===== src/design/occ_pkg.sv =====
// Shared types and constants of the directional occupancy counter.
// No dependencies; used by every module of the block by scoped names.
`timescale 1ns / 1ps
`default_nettype none

package occ_pkg;

	localparam int COUNT_MAX = 255;
	localparam int COUNT_W = 8;
	localparam int COUNT_CEIL_I = (COUNT_MAX > 255) ? 255 : COUNT_MAX;
	localparam logic [COUNT_W-1:0] COUNT_CEIL = COUNT_W'(COUNT_CEIL_I);

	localparam int TIME_W = 32;
	localparam int SPAN_W = 16;
	localparam int CFG_IDX_W = 2;

	localparam logic [SPAN_W-1:0] LOCKOUT_RST = 16'd1000;
	localparam logic [SPAN_W-1:0] ABORT_RST = 16'd10000;
	localparam logic [SPAN_W-1:0] LIGHT_HOLD_RST = 16'd5000;

	typedef enum logic [CFG_IDX_W-1:0] {
		CFG_LOCKOUT = 2'd0,
		CFG_ABORT = 2'd1,
		CFG_LIGHT_HOLD = 2'd2
	} cfg_idx_t;

	typedef enum logic [1:0] {
		MOT_WAIT = 2'd0,
		MOT_ENTER = 2'd1,
		MOT_LEAVE = 2'd2
	} motion_t;

	typedef enum logic [1:0] {
		EVT_NONE = 2'd0,
		EVT_ADD = 2'd1,
		EVT_REMOVE = 2'd2
	} event_t;

	typedef struct packed {
		logic [TIME_W-1:0] now_ms;
		logic entry_near;
		logic exit_near;
		logic seat_near;
	} occ_in_t;

	typedef struct packed {
		logic [COUNT_W-1:0] people;
		logic occupied;
		logic [1:0] motion;
		logic saw_entry;
		logic saw_exit;
		logic seat_light;
		logic [1:0] event_res;
	} occ_out_t;

	typedef struct packed {
		logic [SPAN_W-1:0] lockout_ms;
		logic [SPAN_W-1:0] abort_ms;
		logic [SPAN_W-1:0] light_hold_ms;
	} occ_cfg_t;

	typedef struct packed {
		motion_t motion;
		logic entry_seen;
		logic exit_seen;
		logic [COUNT_W-1:0] head_count;
		logic in_use;
		logic [TIME_W-1:0] lockout_start;
		logic [TIME_W-1:0] abort_start;
		logic [TIME_W-1:0] light_start;
		logic light_on;
	} occ_state_t;

endpackage

`default_nettype wire


===== src/design/directional_occupancy_counter.sv =====
// Top level of the directional occupancy counter: handshakes, pipeline and state.
// Depends on occ_pkg, occ_cfg_regs and occ_update.
//
//   Channel   Signals                                 Direction  Transfer
//   sample    sample_valid, sample_ready, sample       in         valid & ready
//   result    result_valid, result_ready, result      out        valid & ready
//   config    cfg_we, cfg_index, cfg_data             in         cfg_we high
//
// One item is taken per cycle while the input stage is empty or moving on; its result is then
// offered on the result port. The input stage registers the item, and the update is evaluated
// from it by the combinational logic between the two registers, into the result register.
// A stalled result holds in the result register while one more item waits in the input stage.
// Reset is asynchronous and active low; it clears the state and both valid flags at once.
`timescale 1ns / 1ps
`default_nettype none

module directional_occupancy_counter (
	input wire clk,
	input wire arst_n,
	input wire sample_valid,
	output logic sample_ready,
	input wire occ_pkg::occ_in_t sample,
	output logic result_valid,
	input wire result_ready,
	output occ_pkg::occ_out_t result,
	input wire cfg_we,
	input wire [occ_pkg::CFG_IDX_W-1:0] cfg_index,
	input wire [occ_pkg::SPAN_W-1:0] cfg_data
);

	occ_pkg::occ_cfg_t cfg;
	occ_pkg::occ_state_t st_q;
	occ_pkg::occ_state_t st_nxt;
	occ_pkg::occ_out_t res_nxt;

	occ_pkg::occ_in_t sample_s1;
	logic vld_s1;
	occ_pkg::occ_out_t result_s2;
	logic vld_s2;
	logic advance;

	occ_cfg_regs u_cfg (
		.clk(clk),
		.arst_n(arst_n),
		.cfg_we(cfg_we),
		.cfg_index(cfg_index),
		.cfg_data(cfg_data),
		.cfg(cfg)
	);

	occ_update u_upd (
		.smp(sample_s1),
		.cur(st_q),
		.cfg(cfg),
		.nxt(st_nxt),
		.res(res_nxt)
	);

	// The item in the input stage moves on when the result register is free
	// or is being emptied in this cycle. The state is committed at that moment.
	assign advance = vld_s1 && (!vld_s2 || result_ready);
	assign sample_ready = !vld_s1 || advance;

	always_ff @(posedge clk or negedge arst_n) begin
		if (!arst_n) begin
			vld_s1 <= 1'b0;
		end else if (sample_valid && sample_ready) begin
			vld_s1 <= 1'b1;
		end else if (advance) begin
			vld_s1 <= 1'b0;
		end
	end

	always_ff @(posedge clk) begin
		if (sample_valid && sample_ready) begin
			sample_s1 <= sample;
		end
	end

	always_ff @(posedge clk or negedge arst_n) begin
		if (!arst_n) begin
			vld_s2 <= 1'b0;
		end else if (advance) begin
			vld_s2 <= 1'b1;
		end else if (result_ready) begin
			vld_s2 <= 1'b0;
		end
	end

	always_ff @(posedge clk) begin
		if (advance) begin
			result_s2 <= res_nxt;
		end
	end

	// Sequence state, count, timer starts and light level.
	always_ff @(posedge clk or negedge arst_n) begin
		if (!arst_n) begin
			st_q.motion <= occ_pkg::MOT_WAIT;
			st_q.entry_seen <= 1'b0;
			st_q.exit_seen <= 1'b0;
			st_q.head_count <= '0;
			st_q.in_use <= 1'b0;
			st_q.lockout_start <= '0;
			st_q.abort_start <= '0;
			st_q.light_start <= '0;
			st_q.light_on <= 1'b0;
		end else if (advance) begin
			st_q <= st_nxt;
		end
	end

	assign result_valid = vld_s2;
	assign result = result_s2;

endmodule

`default_nettype wire


===== src/design/occ_cfg_regs.sv =====
// Configuration registers: lockout, abort and light hold spans.
// Depends on occ_pkg.
`timescale 1ns / 1ps
`default_nettype none

module occ_cfg_regs (
	input wire clk,
	input wire arst_n,
	input wire cfg_we,
	input wire [occ_pkg::CFG_IDX_W-1:0] cfg_index,
	input wire [occ_pkg::SPAN_W-1:0] cfg_data,
	output occ_pkg::occ_cfg_t cfg
);

	occ_pkg::occ_cfg_t cfg_q;

	always_ff @(posedge clk or negedge arst_n) begin
		if (!arst_n) begin
			cfg_q.lockout_ms <= occ_pkg::LOCKOUT_RST;
			cfg_q.abort_ms <= occ_pkg::ABORT_RST;
			cfg_q.light_hold_ms <= occ_pkg::LIGHT_HOLD_RST;
		end else if (cfg_we) begin
			// An index beyond the register list is ignored.
			unique case (cfg_index)
				occ_pkg::CFG_LOCKOUT: begin
					cfg_q.lockout_ms <= cfg_data;
				end
				occ_pkg::CFG_ABORT: begin
					cfg_q.abort_ms <= cfg_data;
				end
				occ_pkg::CFG_LIGHT_HOLD: begin
					cfg_q.light_hold_ms <= cfg_data;
				end
				default: begin
				end
			endcase
		end
	end

	assign cfg = cfg_q;

endmodule

`default_nettype wire


===== src/design/occ_update.sv =====
// Per-pass update: abort timeout, entry, exit and seat handling, result build.
// Depends on occ_pkg; purely combinational.
`timescale 1ns / 1ps
`default_nettype none

module occ_update (
	input wire occ_pkg::occ_in_t smp,
	input wire occ_pkg::occ_state_t cur,
	input wire occ_pkg::occ_cfg_t cfg,
	output occ_pkg::occ_state_t nxt,
	output occ_pkg::occ_out_t res
);

	occ_pkg::event_t evt;

	// A timer has run out when the wrapped elapsed time exceeds its span.
	function automatic logic expired(
		input logic [occ_pkg::TIME_W-1:0] now,
		input logic [occ_pkg::TIME_W-1:0] start,
		input logic [occ_pkg::SPAN_W-1:0] span
	);
		logic [occ_pkg::TIME_W-1:0] elapsed;
		elapsed = now - start;
		return elapsed > {{(occ_pkg::TIME_W - occ_pkg::SPAN_W){1'b0}}, span};
	endfunction

	// Next state, evaluated in the same order as the sensors are polled.
	always_comb begin
		nxt = cur;
		evt = occ_pkg::EVT_NONE;

		if ((nxt.motion == occ_pkg::MOT_ENTER || nxt.motion == occ_pkg::MOT_LEAVE) &&
			expired(smp.now_ms, cur.abort_start, cfg.abort_ms)) begin
			nxt.motion = occ_pkg::MOT_WAIT;
			nxt.entry_seen = 1'b0;
			nxt.exit_seen = 1'b0;
		end

		// Entry sensor.
		if (nxt.motion == occ_pkg::MOT_WAIT && smp.entry_near &&
			expired(smp.now_ms, nxt.lockout_start, cfg.lockout_ms)) begin
			nxt.motion = occ_pkg::MOT_ENTER;
			nxt.entry_seen = 1'b1;
			nxt.abort_start = smp.now_ms;
		end
		if (nxt.motion == occ_pkg::MOT_LEAVE) begin
			if (nxt.exit_seen && smp.entry_near) begin
				nxt.entry_seen = 1'b1;
			end
			if (nxt.exit_seen && nxt.entry_seen && !smp.entry_near) begin
				nxt.motion = occ_pkg::MOT_WAIT;
				nxt.entry_seen = 1'b0;
				nxt.exit_seen = 1'b0;
				if (nxt.head_count != '0) begin
					nxt.head_count = nxt.head_count - occ_pkg::COUNT_W'(1);
				end
				if (nxt.head_count == '0) begin
					nxt.in_use = 1'b0;
				end
				nxt.lockout_start = smp.now_ms;
				evt = occ_pkg::EVT_REMOVE;
			end
		end

		// Exit sensor; sees the lockout start that the entry step may have moved.
		if (nxt.motion == occ_pkg::MOT_WAIT && smp.exit_near &&
			expired(smp.now_ms, nxt.lockout_start, cfg.lockout_ms)) begin
			nxt.motion = occ_pkg::MOT_LEAVE;
			nxt.exit_seen = 1'b1;
			nxt.abort_start = smp.now_ms;
		end
		if (nxt.motion == occ_pkg::MOT_ENTER) begin
			if (nxt.entry_seen && smp.exit_near) begin
				nxt.exit_seen = 1'b1;
			end
			if (nxt.entry_seen && nxt.exit_seen && !smp.exit_near) begin
				nxt.motion = occ_pkg::MOT_WAIT;
				nxt.entry_seen = 1'b0;
				nxt.exit_seen = 1'b0;
				if (nxt.head_count < occ_pkg::COUNT_CEIL) begin
					nxt.head_count = nxt.head_count + occ_pkg::COUNT_W'(1);
				end
				nxt.in_use = 1'b1;
				nxt.lockout_start = smp.now_ms;
				evt = occ_pkg::EVT_ADD;
			end
		end

		// Seat sensor.
		if (smp.seat_near) begin
			nxt.light_on = 1'b1;
			nxt.light_start = smp.now_ms;
		end else if (expired(smp.now_ms, cur.light_start, cfg.light_hold_ms)) begin
			nxt.light_on = 1'b0;
		end
	end

	// Result fields show the state after the update.
	always_comb begin
		res.people = nxt.head_count;
		res.occupied = nxt.in_use;
		res.motion = nxt.motion;
		res.saw_entry = nxt.entry_seen;
		res.saw_exit = nxt.exit_seen;
		res.seat_light = nxt.light_on;
		res.event_res = evt;
	end

endmodule

`default_nettype wire


===== config.mk =====
export PLATFORM = sky130hd
export DESIGN_NAME = directional_occupancy_counter
export DESIGN_NICKNAME = d
export VERILOG_FILES = /design/src/design/occ_pkg.sv /design/src/design/directional_occupancy_counter.sv /design/src/design/occ_cfg_regs.sv /design/src/design/occ_update.sv
export SDC_FILE = /design/constraint.sdc
export NUM_CORES = 1
export LEC_CHECK = 0
export ABC_AREA = 1
export BUFFER_PORTS_ARGS = -buffer_cell sky130_fd_sc_hd__clkbuf_2
export CAP_MARGIN = 0
export CORE_MARGIN = 5
export CORE_UTILIZATION = 50
export DETAILED_ROUTE_END_ITERATION = 8
export GPL_TIMING_DRIVEN = 0
export PLACE_DENSITY = 0.64
export SKIP_LAST_GASP = 1
export SYNTH_ARGS = -nofsm -noshare
export SYNTH_HDL_FRONTEND = slang
export SYNTH_SLANG_ARGS = --single-unit

===== constraint.sdc =====
create_clock -name clk -period 13.8 [get_ports clk]
set_input_delay 1.38 -clock clk [delete_from_list [all_inputs] [get_ports clk]]
set_output_delay 1.38 -clock clk [all_outputs]
set_load 0.01 [all_outputs]

**After elaboration in Yosys (flattened, before gate mapping)**

Cells that the tools add are included.

- Output and inout bits: 18
- Flip-flop bits (word level): 211

- $lt $le $gt $ge: 5
- Mux-type cells: 29
- Reduce and logical (&&, ||, !) cells: 33
- $add $sub $neg: 6
- Equal/unequal tests: 6

Operators with widths:

| kind | number |
|---|---|
| $mux 45 | 4 |
| $gt 32x16->1 | 4 |
| $sub 32x32->32 | 4 |
| $mux 32 | 2 |
| $mux 8 | 4 |
| $logic_and 1x1->1 | 13 |
| $mux 1 | 12 |
| $mux 2 | 5 |
| $reduce_and 2->1 | 5 |
| $add 8x1->8 const B | 1 |
| $logic_not 8->1 | 1 |
| $lt 8x8->1 const B | 1 |
| $reduce_bool 8->1 | 1 |
| $sub 8x1->8 const B | 1 |
| $eq 2x1->1 const B | 3 |
| $eq 2x2->1 const B | 3 |
| $logic_not 2->1 | 3 |
| $reduce_bool 2->1 | 3 |
| $logic_not 1->1 | 4 |
| $mux 4 | 1 |
| $logic_or 1x1->1 | 3 |
| $mux 3 | 1 |

**Longest topological paths before layout**

- Depth in word-level cells: 28
- Mapped depth: 59
- Depth with buffers taken out: 56

**Modules after synthesis**

From an unflattened synthesis, not the netlist that was laid out.

- Cells, all modules: 3158
- Area, all modules: 20414.6 µm²

By module, submodules not included:

| module | cells each | instances | seq. area each (µm²) | area an instance (µm²) |
|---|---|---|---|---|
| occ_update | 2406 | 1 | 0.0 | 12405.6 |
| directional_occupancy_counter | 538 | 1 | 4334.2 | 5944.5 |
| occ_cfg_regs | 214 | 1 | 1221.2 | 2064.5 |

**Worst setup path before layout**

No wires, ideal clock.

- Path kind: reg-to-reg
- Start point: register sample_s1[3] (netlist bit)
- End point: register result_s2, in the netlist result[15] (data pin)
- Clock period less this slack: 7.466 ns
- Stages on the path, launching flop included: 53
- Slack: 6.334 ns
- Arrival: 7.216 ns
- Path through: edfxtp_1 > inv_1 > ha_1 > inv_1 > fa_1 > nand3_1 > nand2_1 > nand2_1 > nand2_1 > nand3_1 > nand2_1 > xor2_1 > ha_1 > nand3_1 > inv_1 > nand2_1 > or3_1 > a21oi_1 > [... 17 more ...] > ha_1 > nand4_1 > nor4_1 > nand4_1 > a211oi_1 > nand4_1 > nor2_1 > nand4_1 > nor2_1 > nand2_1 > nand2_2 > nand3_1 > nor2_4 > buf_6 > buf_8 > nand3_2 > nand2_1 > inv_1

RTL lines:

| what | RTL line | source |
|---|---|---|
| start: declaration | directional_occupancy_counter.sv:36 | `occ_pkg::occ_in_t sample_s1;` |
| start signal: assignment | directional_occupancy_counter.sv:76 | `sample_s1 <= sample;` |
| end signal: assignment | directional_occupancy_counter.sv:92 | `result_s2 <= res_nxt;` |
| end: declaration | directional_occupancy_counter.sv:38 | `occ_pkg::occ_out_t result_s2;` |

**Final worst setup path**

- Start point: register sample_s1[4] (netlist bit)
- End point: register st_q[33] (netlist bit)

- Cells in the longest elaborated chain, start to end: 19
- Elaborated cells between the ends (all ways): 26
- Those cells by class: add/sub (3); order compare (3); eq/ne (1); mux (7); reduce/logical (12)

RTL lines:

| what | RTL line | source |
|---|---|---|
| $sub 32x32->32 | occ_update.sv:23 | `elapsed = now - start;` |
| $gt 32x16->1 | occ_update.sv:24 | `return elapsed > {{(occ_pkg::TIME_W - occ_pkg::SPAN_W){1'b0}}, span};` |
| $logic_and 1x1->1 | occ_update.sv:32 | `if ((nxt.motion == occ_pkg::MOT_ENTER \|\| nxt.motion == occ_pkg::MOT_LEAVE) &&` |
| $mux 4 | occ_update.sv:32 |  |
| $logic_not 2->1 | occ_update.sv:40 | `if (nxt.motion == occ_pkg::MOT_WAIT && smp.entry_near &&` |
| $logic_and 1x1->1 (2 in series) | occ_update.sv:40 |  |
| $mux 3 | occ_update.sv:40 |  |
| $mux 1 | occ_update.sv:47 | `if (nxt.exit_seen && smp.entry_near) begin` |
| $mux 1 | occ_update.sv:46 | `if (nxt.motion == occ_pkg::MOT_LEAVE) begin` |
| $logic_and 1x1->1 (2 in series) | occ_update.sv:50 | `if (nxt.exit_seen && nxt.entry_seen && !smp.entry_near) begin` |
| $mux 45 | occ_update.sv:50 |  |
| $mux 45 | occ_update.sv:46 |  |
| $sub 32x32->32 or $logic_not 2->1 (tied branches) | occ_update.sv:23, occ_update.sv:66 |  |
| $gt 32x16->1 or $logic_and 1x1->1 (tied branches) | occ_update.sv:24, occ_update.sv:66 |  |
| $logic_and 1x1->1 | occ_update.sv:66 | `if (nxt.motion == occ_pkg::MOT_WAIT && smp.exit_near &&` |
| $reduce_bool 2->1 (no line) | - |  |
| $reduce_and 2->1 (no line) | - |  |
| end signal: assignment | directional_occupancy_counter.sv:109 | `st_q <= st_nxt;` |
| end: declaration | directional_occupancy_counter.sv:32 | `occ_pkg::occ_state_t st_q;` |

Parallel ways exist; a longest one is shown, timed or not. The select of a mux whose other input is x is not followed.
A chain may end at the register's enable or synchronous reset.

==> impl_results.rst <==
.. list-table::
   :header-rows: 1

   * - Metric
     - Value
   * - Area overhead of the layout relative to synthesis
     - 10.9%
   * - Number of synthesis warnings
     - 0
   * - Number of synthesized register bits
     - approximately 210
   * - Tightest slew margin relative to the limit
     - 46.8%
   * - Clock input transition at the sequential cells of the worst setup and hold paths
     - about 0.060 ns
   * - Standard-cell rows
     - 70
   * - Count of hold buffers inserted by post-cts repair
     - 0
   * - Number of sinks handled by clock tree synthesis
     - roughly 210
   * - Met1 routing resource usage after global routing
     - between 30 and 40%
   * - Number of slew-limit violations in the final report
     - 0
   * - Post-synthesis sequential area ratio
     - 29.9%
   * - Critical setup path kind
     - reg2reg
   * - Root cell of the clock tree
     - clkbuf_16
   * - Ranking of synthesized cells by area
     - dfrtp_1 (19%), nand2_1 (17%), ha_1 (13%), inv_1 (9.7%), edfxtp_1 (8.2%)
   * - Count of nets after finishing
     - approximately 3100
   * - Count of endpoints failing hold in the final timing report
     - 0
   * - Fraction of power consumed by combinational cells
     - between 50% and 60%
   * - DPL Wire Length
     - a little under 50000 microns
   * - Dominant synthesized flop cell
     - dfrtp_1
   * - Nets in the synthesized netlist
     - just over 3000
   * - Endpoint kind of the worst setup timing path
     - flip-flop
   * - CTS Buffer Depth
     - 3
   * - Number of DRC markers after the initial detailed-route iteration
     - 1208
   * - CP max-delay cell
     - edfxtp_1
   * - Global route overflow
     - 0
   * - Tightest Hold Check Type
     - reg2reg
   * - CP Data Required Time
     - between 10 and 15 ns
   * - Fraction of post-synthesis cell area in the top cell type by area
     - about 19%
   * - Critical path arrival
     - 11.26 ns
   * - Vias in the first global route
     - approximately 17000
   * - Post-route fraction of the period consumed by the critical path
     - 78.8%
   * - Post-route cell area
     - slightly above 20000 sq um
   * - Worst path top cell family by delay
     - simple AND/OR/NAND/NOR gates
   * - Power density of the placed cells
     - between 200 and 250 nW/um^2
   * - Reported max-cap violation count
     - 0
   * - Number of buffers created by CTS
     - 26
   * - Most numerous cell in the Yosys netlist
     - nand2_1
   * - Number of diodes added for antenna fixing
     - 0
   * - Die Width
     - between 200 and 250 microns
   * - Peak VDD IR
     - 0.0858 mV
   * - Initial cell density of the core
     - between 50 and 60%
   * - Total leakage power
     - between 10 and 15 nW
   * - Synth cell count leaders
     - nand2_1 (851), inv_1 (478), o21ai_0 (218), ha_1 (193), nor2_1 (175)
   * - Largest net degree at the start of global routing
     - 113
   * - Gp weighted congestion
     - 0.983
   * - Ratio of cells with drive above 1 in the final layout
     - under 10%
   * - CP Buf/Inv Count
     - 6
   * - DRC violations left
     - 0
   * - Most crowded layer after global routing
     - met2
   * - Worst path most repeated cell
     - nand2_1
   * - Post-CTS Setup Inserts
     - 0
   * - Area of the mapped netlist
     - 18600 sq um
   * - Largest area contributor in the netlist
     - dfrtp_1
   * - Avg WL per Cell
     - about 17 microns
   * - Fin Setup TNS
     - 0 ns
   * - Part of the power in registers
     - 21.5%
   * - First-pass GRT wire length
     - just over 90000 microns
   * - Total chip power
     - around 4.3 mW
   * - Worst stage delay on the critical path
     - 0.70 ns
   * - Measured slew at the worst slew-check pin
     - 0.798 ns
   * - Number of antenna violations at the first check in global routing
     - 0
   * - Latest clock arrival within the worst-skew pair
     - roughly 0.56 ns
   * - Internal
     - about 2.2 mW
   * - Post_cts resized
     - 0
   * - Largest clock skew in the final design
     - 0.0259 ns
   * - Maximum level of the CTS H-tree
     - 1
   * - Via total after detailed routing
     - about 18000
   * - Startpoint Class
     - flip-flop
   * - Fraction of registers with async set/reset
     - about three quarters
   * - Placed cell area
     - between 15000 and 20000 sq um
   * - Final setup vio count
     - 0
   * - CTS tree
     - built
   * - Syn_area_per_cell
     - ~6.7 sq um
   * - Net switching power figure
     - around 2.0 mW
   * - Number of nets with antenna violations after detailed routing
     - 0
   * - Part of the total power dissipated in the clock network
     - 18.6%
   * - Routed Wire Length
     - ~58000 microns
   * - Setup repair after global routing missed its margin
     - false
   * - Number of buffers inserted by port buffering
     - 75
   * - Area enclosed by the die boundary
     - ~40000 sq um
   * - Total routing usage reported by global routing
     - 27.8%
   * - Maximum achievable frequency
     - 0.0920 GHz
   * - Post-DR vias/cell
     - between 5 and 6
   * - Chip height
     - 203 microns
   * - Run status
     - complete, no violations
   * - Shortest clock period the worst path allows after layout
     - about 11 ns
   * - Met3 track utilization from global routing
     - 2.35%
   * - I/O pin cnt
     - between 70 and 80
   * - Number of distinct standard cells referenced by the synthesized netlist
     - 48
   * - Worst Path Max Fanout
     - 10
   * - Number of optimization iterations in the first detailed-route pass
     - 5
   * - Post-Syn Instances
     - between 2000 and 3000
   * - Number of synthesized flops with an enable pin
     - 51
   * - Standard cell core area
     - between 30000 and 40000 sq um
   * - Switching Fraction
     - approximately 48%
   * - Met2 Resource Use GR
     - approximately 45%
-- per-layer routing --
| layer | up-vias | share of wire, % |
|---|---|---|
| li1 | 9084 | - |
| met1 | 8434 | 47 |
| met2 | 459 | 44 |
| met3 | 91 | 5.5 |
| met4 | 0 | 3.4 |
| met5 | - | 0 |
-- power by group through the flow --
stage	clock, mW	sequential [mW]	combinational (mW)
6_report	0.799	0.922	2.57
3_3_place_gp	0	0.928	2.48
5_1_grt	0.842	0.941	2.93
4_1_cts	0.809	0.920	2.56
2_1_floorplan	0	0.900	1.91
3_5_place_dp	0	0.929	2.54
-- cell usage in the layout, fill, tap and decap left out, types with 10 or more instances in the layout --
cell type / n
a21o_1: 12
a21oi_1: 155
clkbuf_1: 27
clkbuf_16: 29
clkbuf_2: 74
dfrtp_1: 144
dfstp_2: 16
edfxtp_1: 51
ha_1: 193
inv_1: 477
nand2_1: 851
nand3_1: 139
nand3b_1: 10
nand4_1: 36
nor2_1: 175
nor3_1: 24
o21ai_0: 218
o21ai_1: 30
xnor2_1: 23
xor2_1: 62
-- through the flow --
stage,hold WS (ns),setup slack [ns],utilization (%),cells
global route,0.500,2.07,56.3,3354
detailed placement,0.474,3.08,53.5,3306
CTS,0.488,3.03,56.3,3354
global placement,0.468,3.09,53.4,3304
floorplan,0.449,6.33,-,2761
finish,0.481,2.93,56.3,3354
-- registers in the layout, summed over array words and instances, names as in the netlist --
name,count
st_q,110
sample_s1,35
result_valid,1
result,16
u_cfg.cfg,48
vld_s1,1
-- final timing paths --
path                               from   endpoint  slack (ns)  cells after the start
hold / removal                 st_q[41]   st_q[41]        0.48                      2
max in group asynchronous        arst_n   st_q[62]       12.09                      2
min in group asynchronous        arst_n  st_q[102]        0.80                      1
setup reg to reg           sample_s1[4]   st_q[33]        2.93                     51
hold reg to reg                st_q[41]   st_q[41]        0.48                      2
setup / recovery           sample_s1[4]   st_q[33]        2.93                     51
-- cells by family (layout without fill, tap and decap cells) --
kind of cell,after synthesis,in the layout,synth area share (%)
buffers and inverters,530,655,11.0
DFF,211,211,29.9
adders and majority gates,197,197,13.4
xor gates and xnor gates,85,85,4.01
AOI/OAI and AO/OA,463,463,13.4
and+or+nand+nor,1275,1275,28.3
-- layout make-up --
| class | count | area [sq um] |
|---|---|---|
| tap | 468 | 586 |
| clock inverter | 14 | 230 |
| sequential | 211 | 5560 |
| multi-input combinational | 2020 | 11000 |
| clock buffer | 34 | 785 |
| timing repair buffer | 77 | 432 |
| inverter | 484 | 1820 |
| buffer | 46 | 228 |
| fill | 3657 | 16000 |
-- worst register-to-register path, delay by kind of cell, from the launching register on --
family	cells	cell delay (ns)
compound gates	9	2.15
xor+xnor	2	0.35
fa+ha+maj	4	1.41
buf+inv	6	1.86
flops	1	0.70
simple gates	30	4.28
Note: power is estimated with default switching activity, not from simulation.
